## config.mk

```make
export PLATFORM = sky130hd
export DESIGN_NAME = dual_absolute_dial_counter_top
export DESIGN_NICKNAME = d
export VERILOG_FILES = /design/src/rtl/core/dadc_pkg.sv /design/src/rtl/core/dual_absolute_dial_counter_top.sv /design/src/rtl/core/dadc_dial.sv /design/src/rtl/core/dadc_core.sv
export SDC_FILE = /design/constraint.sdc
export NUM_CORES = 1
export LEC_CHECK = 0
export BUFFER_PORTS_ARGS = -buffer_cell sky130_fd_sc_hd__buf_2
export CAP_MARGIN = 25
export CORE_MARGIN = 2
export CORE_UTILIZATION = 55
export CTS_BUF_LIST = sky130_fd_sc_hd__clkbuf_4 sky130_fd_sc_hd__clkbuf_8
export DETAILED_ROUTE_END_ITERATION = 6
export PLACE_DENSITY = 0.81
export SYNTH_ARGS = -nofsm -noshare
export SYNTH_HDL_FRONTEND = slang
export SYNTH_SLANG_ARGS = --single-unit
```

## constraint.sdc

```tcl
create_clock -name clk_i -period 10.2 [get_ports clk_i]
set_input_delay 1.02 -clock clk_i [delete_from_list [all_inputs] [get_ports clk_i]]
set_output_delay 1.02 -clock clk_i [all_outputs]
set_load 0.01 [all_outputs]
```

## src/rtl/core/dadc_pkg.sv

```systemverilog
// Package for the dual absolute dial counter.
// Holds the request op codes, register indexes, nibble masks and the result record.
// Used by dadc_dial, dadc_core and dual_absolute_dial_counter_top.
package dadc_pkg;

  typedef enum logic [1:0] {
    OP_SAMPLE = 2'd0,
    OP_CLR_A  = 2'd1,
    OP_CLR_B  = 2'd2,
    OP_NONE   = 2'd3
  } op_e;

  // Configuration register indexes.
  localparam logic REG_DIAL_A_SWAPPED = 1'b0;
  localparam logic REG_DIAL_B_SWAPPED = 1'b1;

  localparam logic [3:0] SWAP_HI_MASK = 4'b1010;
  localparam logic [3:0] SWAP_LO_MASK = 4'b0101;
  localparam logic [7:0] LOW_NIBBLE   = 8'h0F;
  localparam logic [7:0] HIGH_NIBBLE  = 8'hF0;

  // A position difference of this size is a wrap across 0/15.
  localparam logic [4:0] WRAP_UP   = 5'd15;
  localparam logic [4:0] WRAP_DOWN = 5'd17;  // -15 in five bits

  localparam logic [1:0] GROUP_LAST = 2'd2;

  typedef struct packed {
    logic               group_done;
    logic [3:0]         dial_a_value;
    logic [3:0]         dial_b_value;
    logic signed [15:0] dial_a_count;
    logic signed [15:0] dial_b_count;
  } result_t;

endpackage

```

## src/rtl/core/dual_absolute_dial_counter_top.sv

```systemverilog
// Top level of the dual absolute dial counter.
// Input register, dadc_core state logic and output register; depends on dadc_pkg.
//
// Usage: each input request carries an op and a raw 8-bit sample word (low
// nibble dial A, high nibble dial B). A sample op stores the word in the
// current group of three; the third sample completes the group, the majority
// word sets both dial positions and each count moves by at most one step.
// Clear ops zero one count. Every request gives exactly one result request
// with group_done, both positions and both signed 16-bit counts.
// A request is held in the input register once it is accepted; its result
// is loaded into the result register when the request advances. Throughput:
// one request per cycle while the receiver does not stall, as dadc_core
// updates its state each time a request advances.
// When the receiver stalls, the result register holds its request and the
// input register can still take one more; then in_stall_o rises.
// Reset clears the group, positions, counts and both swap registers. The user
// must make configuration writes via cfg_we_i only while idle; it is unchecked.
module dual_absolute_dial_counter_top
  import dadc_pkg::*;
(
  input  logic               clk_i,
  input  logic               rst_ni,
  input  logic               in_valid_i,
  output logic               in_stall_o,
  input  logic [1:0]         op_i,
  input  logic [7:0]         raw_byte_i,
  output logic               out_valid_o,
  input  logic               out_stall_i,
  output logic               group_done_o,
  output logic [3:0]         dial_a_value_o,
  output logic [3:0]         dial_b_value_o,
  output logic signed [15:0] dial_a_count_o,
  output logic signed [15:0] dial_b_count_o,
  input  logic               cfg_we_i,
  input  logic               cfg_idx_i,
  input  logic               cfg_wdata_i
);

  logic       a_swap_q, b_swap_q;
  logic       s1_valid_q;
  op_e        s1_op_q;
  logic [7:0] s1_raw_q;
  logic       out_valid_q;
  result_t    out_q;
  result_t    res;
  logic       out_ready, adv, in_take;

  assign out_ready  = !out_valid_q || !out_stall_i;
  assign adv        = s1_valid_q && out_ready;
  assign in_stall_o = s1_valid_q && !out_ready;
  assign in_take    = in_valid_i && !in_stall_o;

  always_ff @(posedge clk_i or negedge rst_ni) begin
    if (!rst_ni) begin
      a_swap_q <= 1'b0;
      b_swap_q <= 1'b0;
    end else if (cfg_we_i) begin
      unique case (cfg_idx_i)
        REG_DIAL_A_SWAPPED: a_swap_q <= cfg_wdata_i;
        REG_DIAL_B_SWAPPED: b_swap_q <= cfg_wdata_i;
        default: ;
      endcase
    end
  end

  always_ff @(posedge clk_i or negedge rst_ni) begin
    if (!rst_ni) begin
      s1_valid_q <= 1'b0;
    end else if (!in_stall_o) begin
      s1_valid_q <= in_valid_i;
    end
  end

  always_ff @(posedge clk_i) begin
    if (in_take) begin
      s1_op_q  <= op_e'(op_i);
      s1_raw_q <= raw_byte_i;
    end
  end

  dadc_core u_core (
    .clk_i      (clk_i),
    .rst_ni     (rst_ni),
    .adv_i      (adv),
    .op_i       (s1_op_q),
    .raw_byte_i (s1_raw_q),
    .a_swap_i   (a_swap_q),
    .b_swap_i   (b_swap_q),
    .res_o      (res)
  );

  always_ff @(posedge clk_i or negedge rst_ni) begin
    if (!rst_ni) begin
      out_valid_q <= 1'b0;
    end else if (out_ready) begin
      out_valid_q <= s1_valid_q;
    end
  end

  always_ff @(posedge clk_i) begin
    if (adv) begin
      out_q <= res;
    end
  end

  assign out_valid_o    = out_valid_q;
  assign group_done_o   = out_q.group_done;
  assign dial_a_value_o = out_q.dial_a_value;
  assign dial_b_value_o = out_q.dial_b_value;
  assign dial_a_count_o = out_q.dial_a_count;
  assign dial_b_count_o = out_q.dial_b_count;

  a_stall_needs_full: assert property (@(posedge clk_i) disable iff (!rst_ni)
    in_stall_o |-> s1_valid_q && out_valid_q && out_stall_i)
    else $error("input stalled with room in the pipeline");

  a_adv_fills_out: assert property (@(posedge clk_i) disable iff (!rst_ni)
    adv |=> out_valid_q)
    else $error("advanced request did not reach the result register");

  a_clear_b_seen: assert property (@(posedge clk_i) disable iff (!rst_ni)
    adv && s1_op_q == OP_CLR_B |=> dial_b_count_o == 16'sd0 && !group_done_o)
    else $error("dial B clear result is wrong");

endmodule

```

## src/rtl/core/dadc_dial.sv

```systemverilog
// Step logic for one dial: bit pair swap, position difference and count update.
// Purely combinational; depends on dadc_pkg.
module dadc_dial
  import dadc_pkg::*;
(
  input  logic [3:0]         nibble_i,
  input  logic               swap_i,
  input  logic [3:0]         prev_i,
  input  logic signed [15:0] count_i,
  output logic [3:0]         value_o,
  output logic [3:0]         prev_o,
  output logic signed [15:0] count_o
);

  logic [4:0] diff;
  logic       step_up;

  always_comb begin
    if (swap_i) begin
      value_o = ((nibble_i & SWAP_LO_MASK) << 1) | ((nibble_i & SWAP_HI_MASK) >> 1);
    end else begin
      value_o = nibble_i;
    end
  end

  assign diff = {1'b0, value_o} - {1'b0, prev_i};

  always_comb begin
    // A jump of fifteen is a wrap, so it counts against its sign.
    if (diff == WRAP_UP) begin
      step_up = 1'b0;
    end else if (diff == WRAP_DOWN) begin
      step_up = 1'b1;
    end else begin
      step_up = ~diff[4];
    end
  end

  always_comb begin
    if (diff == 5'd0) begin
      prev_o  = prev_i;
      count_o = count_i;
    end else begin
      prev_o  = value_o;
      count_o = step_up ? count_i + 16'sd1 : count_i - 16'sd1;
    end
  end

endmodule

```

## src/rtl/core/dadc_core.sv

```systemverilog
// Dial state: sample group, majority pick, dial positions and step counts.
// Instantiates dadc_dial twice; depends on dadc_pkg.
module dadc_core
  import dadc_pkg::*;
(
  input  logic    clk_i,
  input  logic    rst_ni,
  input  logic    adv_i,
  input  op_e     op_i,
  input  logic [7:0] raw_byte_i,
  input  logic    a_swap_i,
  input  logic    b_swap_i,
  output result_t res_o
);

  logic [7:0]         samples_q [3];
  logic [1:0]         idx_q, idx_d;
  logic [3:0]         val_a_q, val_a_d, val_b_q, val_b_d;
  logic [3:0]         prev_a_q, prev_a_d, prev_b_q, prev_b_d;
  logic signed [15:0] steps_a_q, steps_a_d, steps_b_q, steps_b_d;

  logic [1:0]         slot;
  logic [7:0]         s0, s1, s2, pick;
  logic               complete;
  logic [3:0]         a_val, b_val, a_prev, b_prev;
  logic signed [15:0] a_cnt, b_cnt;

  assign slot = (idx_q > GROUP_LAST) ? GROUP_LAST : idx_q;
  assign complete = (op_i == OP_SAMPLE) && (slot == GROUP_LAST);

  // The group as it stands once this sample is written.
  assign s0 = samples_q[0];
  assign s1 = samples_q[1];
  assign s2 = (slot == GROUP_LAST) ? raw_byte_i : samples_q[2];

  // Majority of three; when all differ the oldest sample wins.
  assign pick = (s1 == s2 && s0 != s1) ? s1 : s0;

  dadc_dial u_dial_a (
    .nibble_i (pick[3:0]),
    .swap_i   (a_swap_i),
    .prev_i   (prev_a_q),
    .count_i  (steps_a_q),
    .value_o  (a_val),
    .prev_o   (a_prev),
    .count_o  (a_cnt)
  );

  dadc_dial u_dial_b (
    .nibble_i (4'((pick & HIGH_NIBBLE) >> 4)),
    .swap_i   (b_swap_i),
    .prev_i   (prev_b_q),
    .count_i  (steps_b_q),
    .value_o  (b_val),
    .prev_o   (b_prev),
    .count_o  (b_cnt)
  );

  always_comb begin
    idx_d     = idx_q;
    val_a_d   = val_a_q;
    val_b_d   = val_b_q;
    prev_a_d  = prev_a_q;
    prev_b_d  = prev_b_q;
    steps_a_d = steps_a_q;
    steps_b_d = steps_b_q;
    unique case (op_i)
      OP_SAMPLE: begin
        if (complete) begin
          idx_d     = 2'd0;
          val_a_d   = a_val;
          val_b_d   = b_val;
          prev_a_d  = a_prev;
          prev_b_d  = b_prev;
          steps_a_d = a_cnt;
          steps_b_d = b_cnt;
        end else begin
          idx_d = slot + 2'd1;
        end
      end
      OP_CLR_A: steps_a_d = '0;
      OP_CLR_B: steps_b_d = '0;
      default: ;
    endcase
  end

  assign res_o.group_done   = complete;
  assign res_o.dial_a_value = val_a_d;
  assign res_o.dial_b_value = val_b_d;
  assign res_o.dial_a_count = steps_a_d;
  assign res_o.dial_b_count = steps_b_d;

  always_ff @(posedge clk_i or negedge rst_ni) begin
    if (!rst_ni) begin
      samples_q[0] <= '0;
      samples_q[1] <= '0;
      samples_q[2] <= '0;
      idx_q        <= '0;
      val_a_q      <= '0;
      val_b_q      <= '0;
      prev_a_q     <= '0;
      prev_b_q     <= '0;
      steps_a_q    <= '0;
      steps_b_q    <= '0;
    end else if (adv_i) begin
      if (op_i == OP_SAMPLE) begin
        samples_q[slot] <= raw_byte_i;
      end
      idx_q     <= idx_d;
      val_a_q   <= val_a_d;
      val_b_q   <= val_b_d;
      prev_a_q  <= prev_a_d;
      prev_b_q  <= prev_b_d;
      steps_a_q <= steps_a_d;
      steps_b_q <= steps_b_d;
    end
  end

  a_idx_in_range: assert property (@(posedge clk_i) disable iff (!rst_ni)
    idx_q != 2'd3)
    else $error("group index left its range");

  a_done_restarts_group: assert property (@(posedge clk_i) disable iff (!rst_ni)
    adv_i && complete |=> idx_q == 2'd0)
    else $error("completed group did not restart the index");

  a_clear_a: assert property (@(posedge clk_i) disable iff (!rst_ni)
    adv_i && op_i == OP_CLR_A |=> steps_a_q == 16'sd0)
    else $error("dial A count not cleared");

  a_idle_holds: assert property (@(posedge clk_i) disable iff (!rst_ni)
    !adv_i |=> $stable(steps_a_q) && $stable(steps_b_q) && $stable(idx_q))
    else $error("dial state changed without a request");

endmodule

```

==> results of run 1 <==
-- through the flow --
stage | setup slack [ns] | utilization (%) | instances | hold WS (ns)
finish | 3.80 | 61.9 | 921 | 0.483
global route | 3.24 | 61.9 | 921 | 0.494
CTS | 3.84 | 61.7 | 920 | 0.488
detailed placement | 3.88 | 59.0 | 888 | 0.470
global placement | 4.09 | 59.0 | 888 | 0.462
floorplan | 4.59 | - | 675 | 0.450
-- routing by layer --
metal	global-route usage (%)	part of all wire (%)	routed length [um]	up-vias
met5	0	0	0	-
met4	8.53	1.6	244	0
met3	4.89	3.2	485	19
met2	37.5	50	7540	97
met1	27.8	45	6820	2619
li1	-	-	-	2586
-- cells in the mapped netlist, types with 2 or more instances --
cell,count,area [sq um]
a21o_1,16,120
nand2b_1,5,31.3
fa_1,4,80.1
dfrtp_1,78,1950
a22o_1,25,219
a211o_1,3,26.3
nor4_1,5,31.3
a31o_2,3,26.3
nand3_1,11,55.1
nand3b_1,2,15.0
inv_1,27,101
nor2_1,21,78.8
and2_1,6,37.5
o21ai_0,56,280
edfxtp_1,51,1530
or3_1,5,31.3
mux2_2,36,405
a21oi_1,24,120
ha_1,41,513
o211ai_1,5,37.5
o21a_1,6,45.0
o21ai_1,9,45.0
mux2i_1,26,260
xor2_1,19,166
buf_2,5,25.0
a31oi_1,2,12.5
a32o_1,6,60.1
or2_2,4,25.0
and3_1,2,12.5
nor2b_1,5,31.3
o21bai_1,3,22.5
nor3_1,6,30.0
xnor2_1,25,219
o31ai_1,3,22.5
a211oi_1,3,22.5
o2bb2ai_1,8,70.1
clkbuf_1,17,63.8
a221o_1,2,20.0
nand2_1,81,304
-- final timing paths --
| path | start | to | slack, ns | depth (start not counted) |
|---|---|---|---|---|
| worst min register to register | u_core.prev_b_q[2] | u_core.prev_b_q[2] | 0.48 | 2 |
| worst min-delay path | u_core.prev_b_q[2] | u_core.prev_b_q[2] | 0.48 | 2 |
| min in group asynchronous | rst_ni | u_core.steps_b_q[10] | 0.49 | 1 |
| worst max register to register | u_core.idx_q[1] | dial_a_count_o[14] | 3.80 | 21 |
| max in group asynchronous | rst_ni | u_core.steps_a_q[14] | 9.13 | 2 |
| worst max-delay path | u_core.idx_q[1] | dial_a_count_o[14] | 3.80 | 21 |
-- cells by family after synthesis --
logic type / after synthesis / share of synthesized area (%)
AND/OR/NAND/NOR: 160 / 10.2
buffers and inverters: 52 / 2.87
XOR/XNOR: 44 / 5.26
adder cells (fa/ha/maj): 45 / 8.10
AO/OA/AOI/OAI: 183 / 16.9
flip-flops: 129 / 47.6
multiplexers: 62 / 9.09
-- flip-flops by register name (all words and copies together), names as in the netlist, 4 cells and up --
name              flops
u_core.steps_a_q     16
u_core.s0             8
u_core.s1             8
dial_a_value_o        4
u_core.prev_a_q       4
u_core.steps_b_q     16
u_core.samples_q      8
dial_b_count_o       16
u_core.prev_b_q       4
s1_raw_q              8
dial_a_count_o       16
u_core.val_a_q        4
dial_b_value_o        4
u_core.val_b_q        4
-- placed cells by master (no fill, tap or decap), types with 5 or more instances in the layout --
cell type / n
nand2_1: 81
dfrtp_1: 78
buf_2: 58
o21ai_0: 56
edfxtp_1: 51
ha_1: 41
mux2_2: 36
inv_1: 27
mux2i_1: 26
xnor2_1: 25
a22o_1: 25
a21oi_1: 24
nor2_1: 21
xor2_1: 19
clkbuf_8: 19
a21o_1: 16
nand3_1: 11
o21ai_1: 9
o2bb2ai_1: 8
nor3_1: 6
o21a_1: 6
and2_1: 6
a32o_1: 6
nor4_1: 5
nor2b_1: 5
nand2b_1: 5
or3_1: 5
o211ai_1: 5
-- critical path, cell delays in order, from the launching register on --
cell and delay (ns):
dfrtp_1 0.76, mux2i_1 0.30, xnor2_1 0.09, nor4_1 0.28
nand3_1 0.41, o21ai_1 0.39, ha_1 0.22, inv_1 0.06
fa_1 0.41, nand2_1 0.11, nand2b_1 0.06, a21oi_1 0.18
o2bb2ai_1 0.17, and2_1 0.66, ha_1 0.44, and3_1 0.23
a221o_1 0.28, a31oi_1 0.25, o21ai_1 0.16, a221oi_1 0.37
xnor2_1 0.19, o2bb2ai_1 0.10
-- cell type report --
type / instances / area (sq um)
Clock buffer: 20 / 269
Clock inverter: 12 / 85.1
Fill cell: 1069 / 5000
Inverter: 28 / 105
Multi-Input combinational cell: 494 / 3630
Sequential cell: 129 / 3480
Tap cell: 176 / 220
Timing Repair Buffer: 62 / 340
==> impl_metrics.prom, run 1 <==
# TYPE chip_impl_metric gauge
chip_impl_info{name="status",value="complete, no violations"} 1
chip_impl_info{name="cts_tree",value="yes"} 1
chip_impl_metric{name="synthesis.area_per_instance",unit="sq um"} 10.9
chip_impl_metric{name="synth_area",unit="sq um"} 7320
chip_impl_metric{name="fin_tns_setup",unit="ns"} 0
chip_impl_metric{name="detail-route-antenna-nets",unit=""} 0
chip_impl_metric{name="number_of_antenna_violations_at_the_first_check_in_global_routing",unit=""} 0
chip_impl_metric{name="ctsResizeCount",unit=""} 0
chip_impl_info{name="cts-root-buf",value="clkbuf_8"} 1
chip_impl_metric{name="portBuffers",unit=""} 59
chip_impl_metric{name="number_of_buffers_added_by_the_clock_tree_synthesis_step",unit=""} 17
chip_impl_metric{name="cts_hold_repair.buffers",unit=""} 0
chip_impl_metric{name="setup_violations",unit=""} 0
chip_impl_metric{name="die_area",unit="sq um"} 14300
chip_impl_metric{name="worst_pin_slew",unit="ns"} 0.963
chip_impl_metric{name="cp_data_required_time",unit="ns"} 10.41
chip_impl_metric{name="drc_violation_count_after_routing",unit=""} 0
chip_impl_metric{name="part_of_the_yosys_area_used_for_sequential_elements",unit="%"} 47.6
chip_impl_metric{name="detailroute.via_count",unit=""} 5321
chip_impl_metric{name="max_transition_viols_final",unit=""} 0
chip_impl_metric{name="cts.path.max_buffers",unit=""} 2
chip_impl_metric{name="initial_utilization",unit="%"} 55.8
chip_impl_metric{name="fin_skew",unit="ns"} 0.0105
chip_impl_metric{name="ys_warn_count",unit=""} 0
chip_impl_info{name="rsz_0062_raised_after_global_routing",value="no"} 1
chip_impl_metric{name="global_route.overflow_total",unit=""} 0
chip_impl_metric{name="drt-total-wl",unit="um"} 15100
chip_impl_info{name="dominantRegCellSynth",value="dfrtp_1"} 1
chip_impl_metric{name="die_width",unit="um"} 119
chip_impl_metric{name="globalRouteTotalUtil",unit="%"} 22.1
chip_impl_metric{name="layout-area-overhead-vs-synth",unit="%"} 11.1
chip_impl_metric{name="placed_cell_area",unit="sq um"} 7750
chip_impl_metric{name="syn_inst",unit=""} 675
chip_impl_metric{name="cp.arrival",unit="ns"} 6.61
chip_impl_metric{name="drt-wirelength-per-cell",unit="um"} 16.4
chip_impl_metric{name="hpwlAfterDp",unit="um"} 10700
chip_impl_metric{name="synth_enable_flop_cells",unit=""} 51
chip_impl_metric{name="asyncSetResetFlopFracSynth",unit="%"} 60.5
chip_impl_metric{name="final_design_area_no_fill",unit="sq um"} 8130
chip_impl_info{name="worstSetupStartpointType",value="flop"} 1
chip_impl_metric{name="vias_in_the_first_global_route",unit=""} 5210
chip_impl_info{name="end_kind",value="flop"} 1
chip_impl_metric{name="period_needed",unit="ns"} 6.40
chip_impl_metric{name="cts.sink_count",unit=""} 129
chip_impl_metric{name="synth_net_count",unit=""} 737
chip_impl_info{name="crit_type",value="flop to flop"} 1
chip_impl_metric{name="worst_setup_hold_path_clk_slew",unit="ns"} 0.07
chip_impl_metric{name="synth-seq-cells",unit=""} 129
chip_impl_metric{name="antenna_cells",unit=""} 0
chip_impl_metric{name="synth.lib_cells_used.distinct",unit=""} 58
chip_impl_metric{name="grt_first_pass_wirelength",unit="um"} 24700
chip_impl_metric{name="clk-insertion-delay-late",unit="ns"} 0.46
chip_impl_metric{name="final_hold_viol_count",unit=""} 0
chip_impl_metric{name="grt_max_degree",unit=""} 79
chip_impl_metric{name="gpl.final_weighted_congestion",unit=""} 0.884
chip_impl_metric{name="cts.repair_timing.setup_buffer_count",unit=""} 0
chip_impl_metric{name="crit_fanout",unit=""} 19
chip_impl_metric{name="firstDrtPassIters",unit=""} 5
chip_impl_metric{name="max-cap-violations",unit=""} 0
chip_impl_metric{name="die_height",unit="um"} 119
chip_impl_metric{name="core.rowCount",unit=""} 42
chip_impl_metric{name="fmaxAchievable",unit="MHz"} 156
chip_impl_metric{name="post_layout_net_count",unit=""} 794
chip_impl_metric{name="drt_iter0_markers",unit=""} 317
chip_impl_metric{name="final.period_utilization",unit="%"} 62.8
chip_impl_metric{name="worst_slew_margin_rel",unit="%"} 35.8
chip_impl_metric{name="core_area",unit="sq um"} 13100
chip_impl_metric{name="drt-vias-per-instance",unit=""} 5.78
chip_impl_metric{name="design.portCount",unit=""} 60
chip_impl_metric{name="htreeDepth",unit=""} 4
chip_impl_info{name="min_path_type",value="flop to flop"} 1
chip_impl_metric{name="post_route_cells_drive_above_1_share",unit="%"} 18.8
Power of run 1 is left out: the tool's default activity adds up to more than one toggle a clock period on the data nets, which glitch-free logic cannot reach.
==> run 2, diff against run 1 <==
- PLACE_DENSITY: 0.81 -> 0.84
- clock period: 10.2 -> 5.2 ns (I/O delays scaled with it)
==> run 2 against run 1 <==
Against the previous run: the flow now finishes with violations (negative setup slack); fmax rose by 23%; sequential share of layout area fell by 4.9 points; routed wire length rose by 19%; clock skew rose by 0.0064 ns; worst setup slack got worse by 3.8 ns; worst hold slack got worse by 0.24 ns; largest cell class unchanged; highest routed layer unchanged.
==> impl_metrics.prom, run 2 (synthesis results as in run 1) <==
# TYPE chip_impl_metric gauge
chip_impl_metric{name="cts.path.max_buffers",unit=""} 2
chip_impl_metric{name="antenna_cells",unit=""} 0
chip_impl_info{name="worstSetupStartpointType",value="flop"} 1
chip_impl_info{name="cts-root-buf",value="clkbuf_8"} 1
chip_impl_metric{name="portBuffers",unit=""} 59
chip_impl_metric{name="place_ws",unit="ns"} -0.241
chip_impl_metric{name="worst_pin_slew",unit="ns"} 0.848
chip_impl_metric{name="globalRouteTotalUtil",unit="%"} 24.3
chip_impl_metric{name="hpwlAfterDp",unit="um"} 11700
chip_impl_metric{name="detailroute.via_count",unit=""} 5903
chip_impl_metric{name="post_layout_net_count",unit=""} 860
chip_impl_metric{name="die_area",unit="sq um"} 14300
chip_impl_metric{name="grt_max_degree",unit=""} 79
chip_impl_info{name="cts_tree",value="yes"} 1
chip_impl_metric{name="drt-total-wl",unit="um"} 17900
chip_impl_metric{name="drc_violation_count_after_routing",unit=""} 0
chip_impl_info{name="crit-reg2reg-launch",value="u_core.idx_q[1]"} 1
chip_impl_metric{name="number_of_antenna_violations_at_the_first_check_in_global_routing",unit=""} 0
chip_impl_metric{name="number_of_buffers_added_by_the_clock_tree_synthesis_step",unit=""} 17
chip_impl_metric{name="max-cap-violations",unit=""} 0
chip_impl_metric{name="fin_skew",unit="ns"} 0.0169
chip_impl_metric{name="worst_setup_hold_path_clk_slew",unit="ns"} 0.08
chip_impl_info{name="min_path_type",value="primary input to flop"} 1
chip_impl_metric{name="vias_in_the_first_global_route",unit=""} 5739
chip_impl_metric{name="global_route.usage.met1",unit="%"} 29.0
chip_impl_metric{name="final_util",unit="%"} 69.9
chip_impl_metric{name="global_route.overflow_total",unit=""} 0
chip_impl_metric{name="final.period_utilization",unit="%"} 100
chip_impl_metric{name="htreeDepth",unit=""} 4
chip_impl_info{name="most_used_cells_in_the_layout_excluding_fill_and_tap_cells",value="nand2_1, dfrtp_1, buf_4, buf_2, o21ai_0"} 1
chip_impl_metric{name="post_route_cells_drive_above_1_share",unit="%"} 34.8
chip_impl_metric{name="die_height",unit="um"} 119
chip_impl_info{name="cp_cell_sequence",value="buf_12 -> mux2i_2 -> xnor2_1 -> nor4_1 -> nand3_1 -> buf_4 -> buf_6 -> mux2_2 -> inv_2 -> ha_4 -> xor2_2 -> or3_4 -> o2bb2ai_4 -> and2_4 -> buf_4 -> ha_4 -> a21oi_2 -> o21a_1 -> o31ai_4 -> a31o_2 -> nand3b_1 -> and2_4 -> a211o_1"} 1
chip_impl_metric{name="cts.sink_count",unit=""} 129
chip_impl_metric{name="cp_data_required_time",unit="ns"} 5.41
chip_impl_info{name="timing.critical_path.max_delay_family",value="simple AND/OR/NAND/NOR gates"} 1
chip_impl_metric{name="design.portCount",unit=""} 60
chip_impl_metric{name="fin_cells",unit=""} 987
chip_impl_metric{name="max_transition_viols_final",unit=""} 0
chip_impl_metric{name="cp.arrival",unit="ns"} 5.41
chip_impl_metric{name="grt_first_pass_wirelength",unit="um"} 27200
chip_impl_metric{name="post-route-worst-setup-slack",unit="ns"} -0.00153
chip_impl_metric{name="crit_buf_inv",unit=""} 5
chip_impl_info{name="grt.busiest_layer",value="met2"} 1
chip_impl_info{name="worstSetupStartpoint",value="u_core.idx_q[1]"} 1
chip_impl_metric{name="firstDrtPassIters",unit=""} 6
chip_impl_metric{name="core.rowCount",unit=""} 42
chip_impl_info{name="status",value="complete, but fails checks"} 1
chip_impl_metric{name="cpPeakStageDelay",unit="ns"} 0.45
chip_impl_info{name="hold_path.startpoint",value="raw_byte_i[0]"} 1
chip_impl_info{name="crit_type",value="flop to flop"} 1
chip_impl_metric{name="initial_utilization",unit="%"} 55.8
chip_impl_metric{name="crit_fanout",unit=""} 8
chip_impl_metric{name="worst_slew_margin_rel",unit="%"} 43.3
chip_impl_info{name="end_kind",value="flop"} 1
chip_impl_info{name="rsz_0062_raised_after_global_routing",value="yes"} 1
chip_impl_metric{name="drt-vias-per-instance",unit=""} 5.98
chip_impl_metric{name="drt-wirelength-per-cell",unit="um"} 18.1
chip_impl_metric{name="gpl.final_weighted_congestion",unit=""} 0.960
chip_impl_info{name="failed_checks",value="negative setup slack"} 1
chip_impl_metric{name="clk-insertion-delay-late",unit="ns"} 0.46
chip_impl_metric{name="core_area",unit="sq um"} 13100
chip_impl_metric{name="die_width",unit="um"} 119
chip_impl_metric{name="grtUsageMet3",unit="%"} 5.51
chip_impl_metric{name="drt_iter0_markers",unit=""} 508
chip_impl_metric{name="detail-route-antenna-nets",unit=""} 0
chip_impl_metric{name="final_hold_viol_count",unit=""} 0
chip_impl_info{name="worst_path_max_delay_cell",value="dfrtp_2"} 1
chip_impl_metric{name="setup_violations",unit=""} 1
chip_impl_metric{name="layout-area-overhead-vs-synth",unit="%"} 25.4
chip_impl_metric{name="period_needed",unit="ns"} 5.20
chip_impl_metric{name="fmaxAchievable",unit="MHz"} 192
chip_impl_metric{name="numPlacedInstances",unit=""} 928
chip_impl_metric{name="groute.layer.met2.usage",unit="%"} 41.4
run 2: routing by layer:
metal | wire length, um | share of wire (%)
met1 | 7250 | 41
met4 | 412 | 2.3
met2 | 9280 | 52
met5 | 0 | 0
met3 | 947 | 5.3
run 2: layout make-up:
cell class	instances	area [sq um]
multi-input cells	495	4140
fillers	895	3960
flip-flops and latches	129	3480
repair buffers	127	858
clock buffers	20	269
well taps	176	220
clock inverters	12	110
inverters	28	105
run 2: per-stage QoR:
stage	TNS (ns)	instance area, sq um	hold slack [ns]
finish	-0.00153	9180	0.238
global route	-0.838	9180	0.198
CTS	-0.125	8510	0.198
detailed placement	-1.58	8080	0.470
global placement	-0.0860	8080	0.462
floorplan	0	7360	0.224
run 2: what timing repair did:
action,in CTS,in global routing
cloned,0,2
hold endpoints to repair,0,21
pin swaps,1,43
hold buffers,0,1
setup endpoints to repair,19,33
setup buffers,2,22
resized for setup,10,86
run 2: worst register-to-register path, delay by kind of cell (launching register included):
family                     cells  cell delay [ns]
muxes                          2             0.45
buffers and inverters          5             0.72
adders and majority gates      2             0.47
xor gates and xnor gates       2             0.32
AOI/OAI and AO/OA              6             1.06
and+or+nand+nor                6             1.53
DFF                            1             0.45
run 2: path summary, 6_finish.rpt:
kind	to	slack [ns]	cells past startpoint
worst max-delay path	dial_a_count_o[15]	-0.002	23
worst min-delay path	s1_raw_q[0]	0.24	1
worst max register to register	dial_a_count_o[15]	-0.002	23
worst min register to register	u_core.val_a_q[2]	0.49	2
max in group asynchronous	u_core.idx_q[1]	4.07	3
min in group asynchronous	u_core.steps_b_q[12]	0.51	2
Power of run 2 is left out for the same reason.
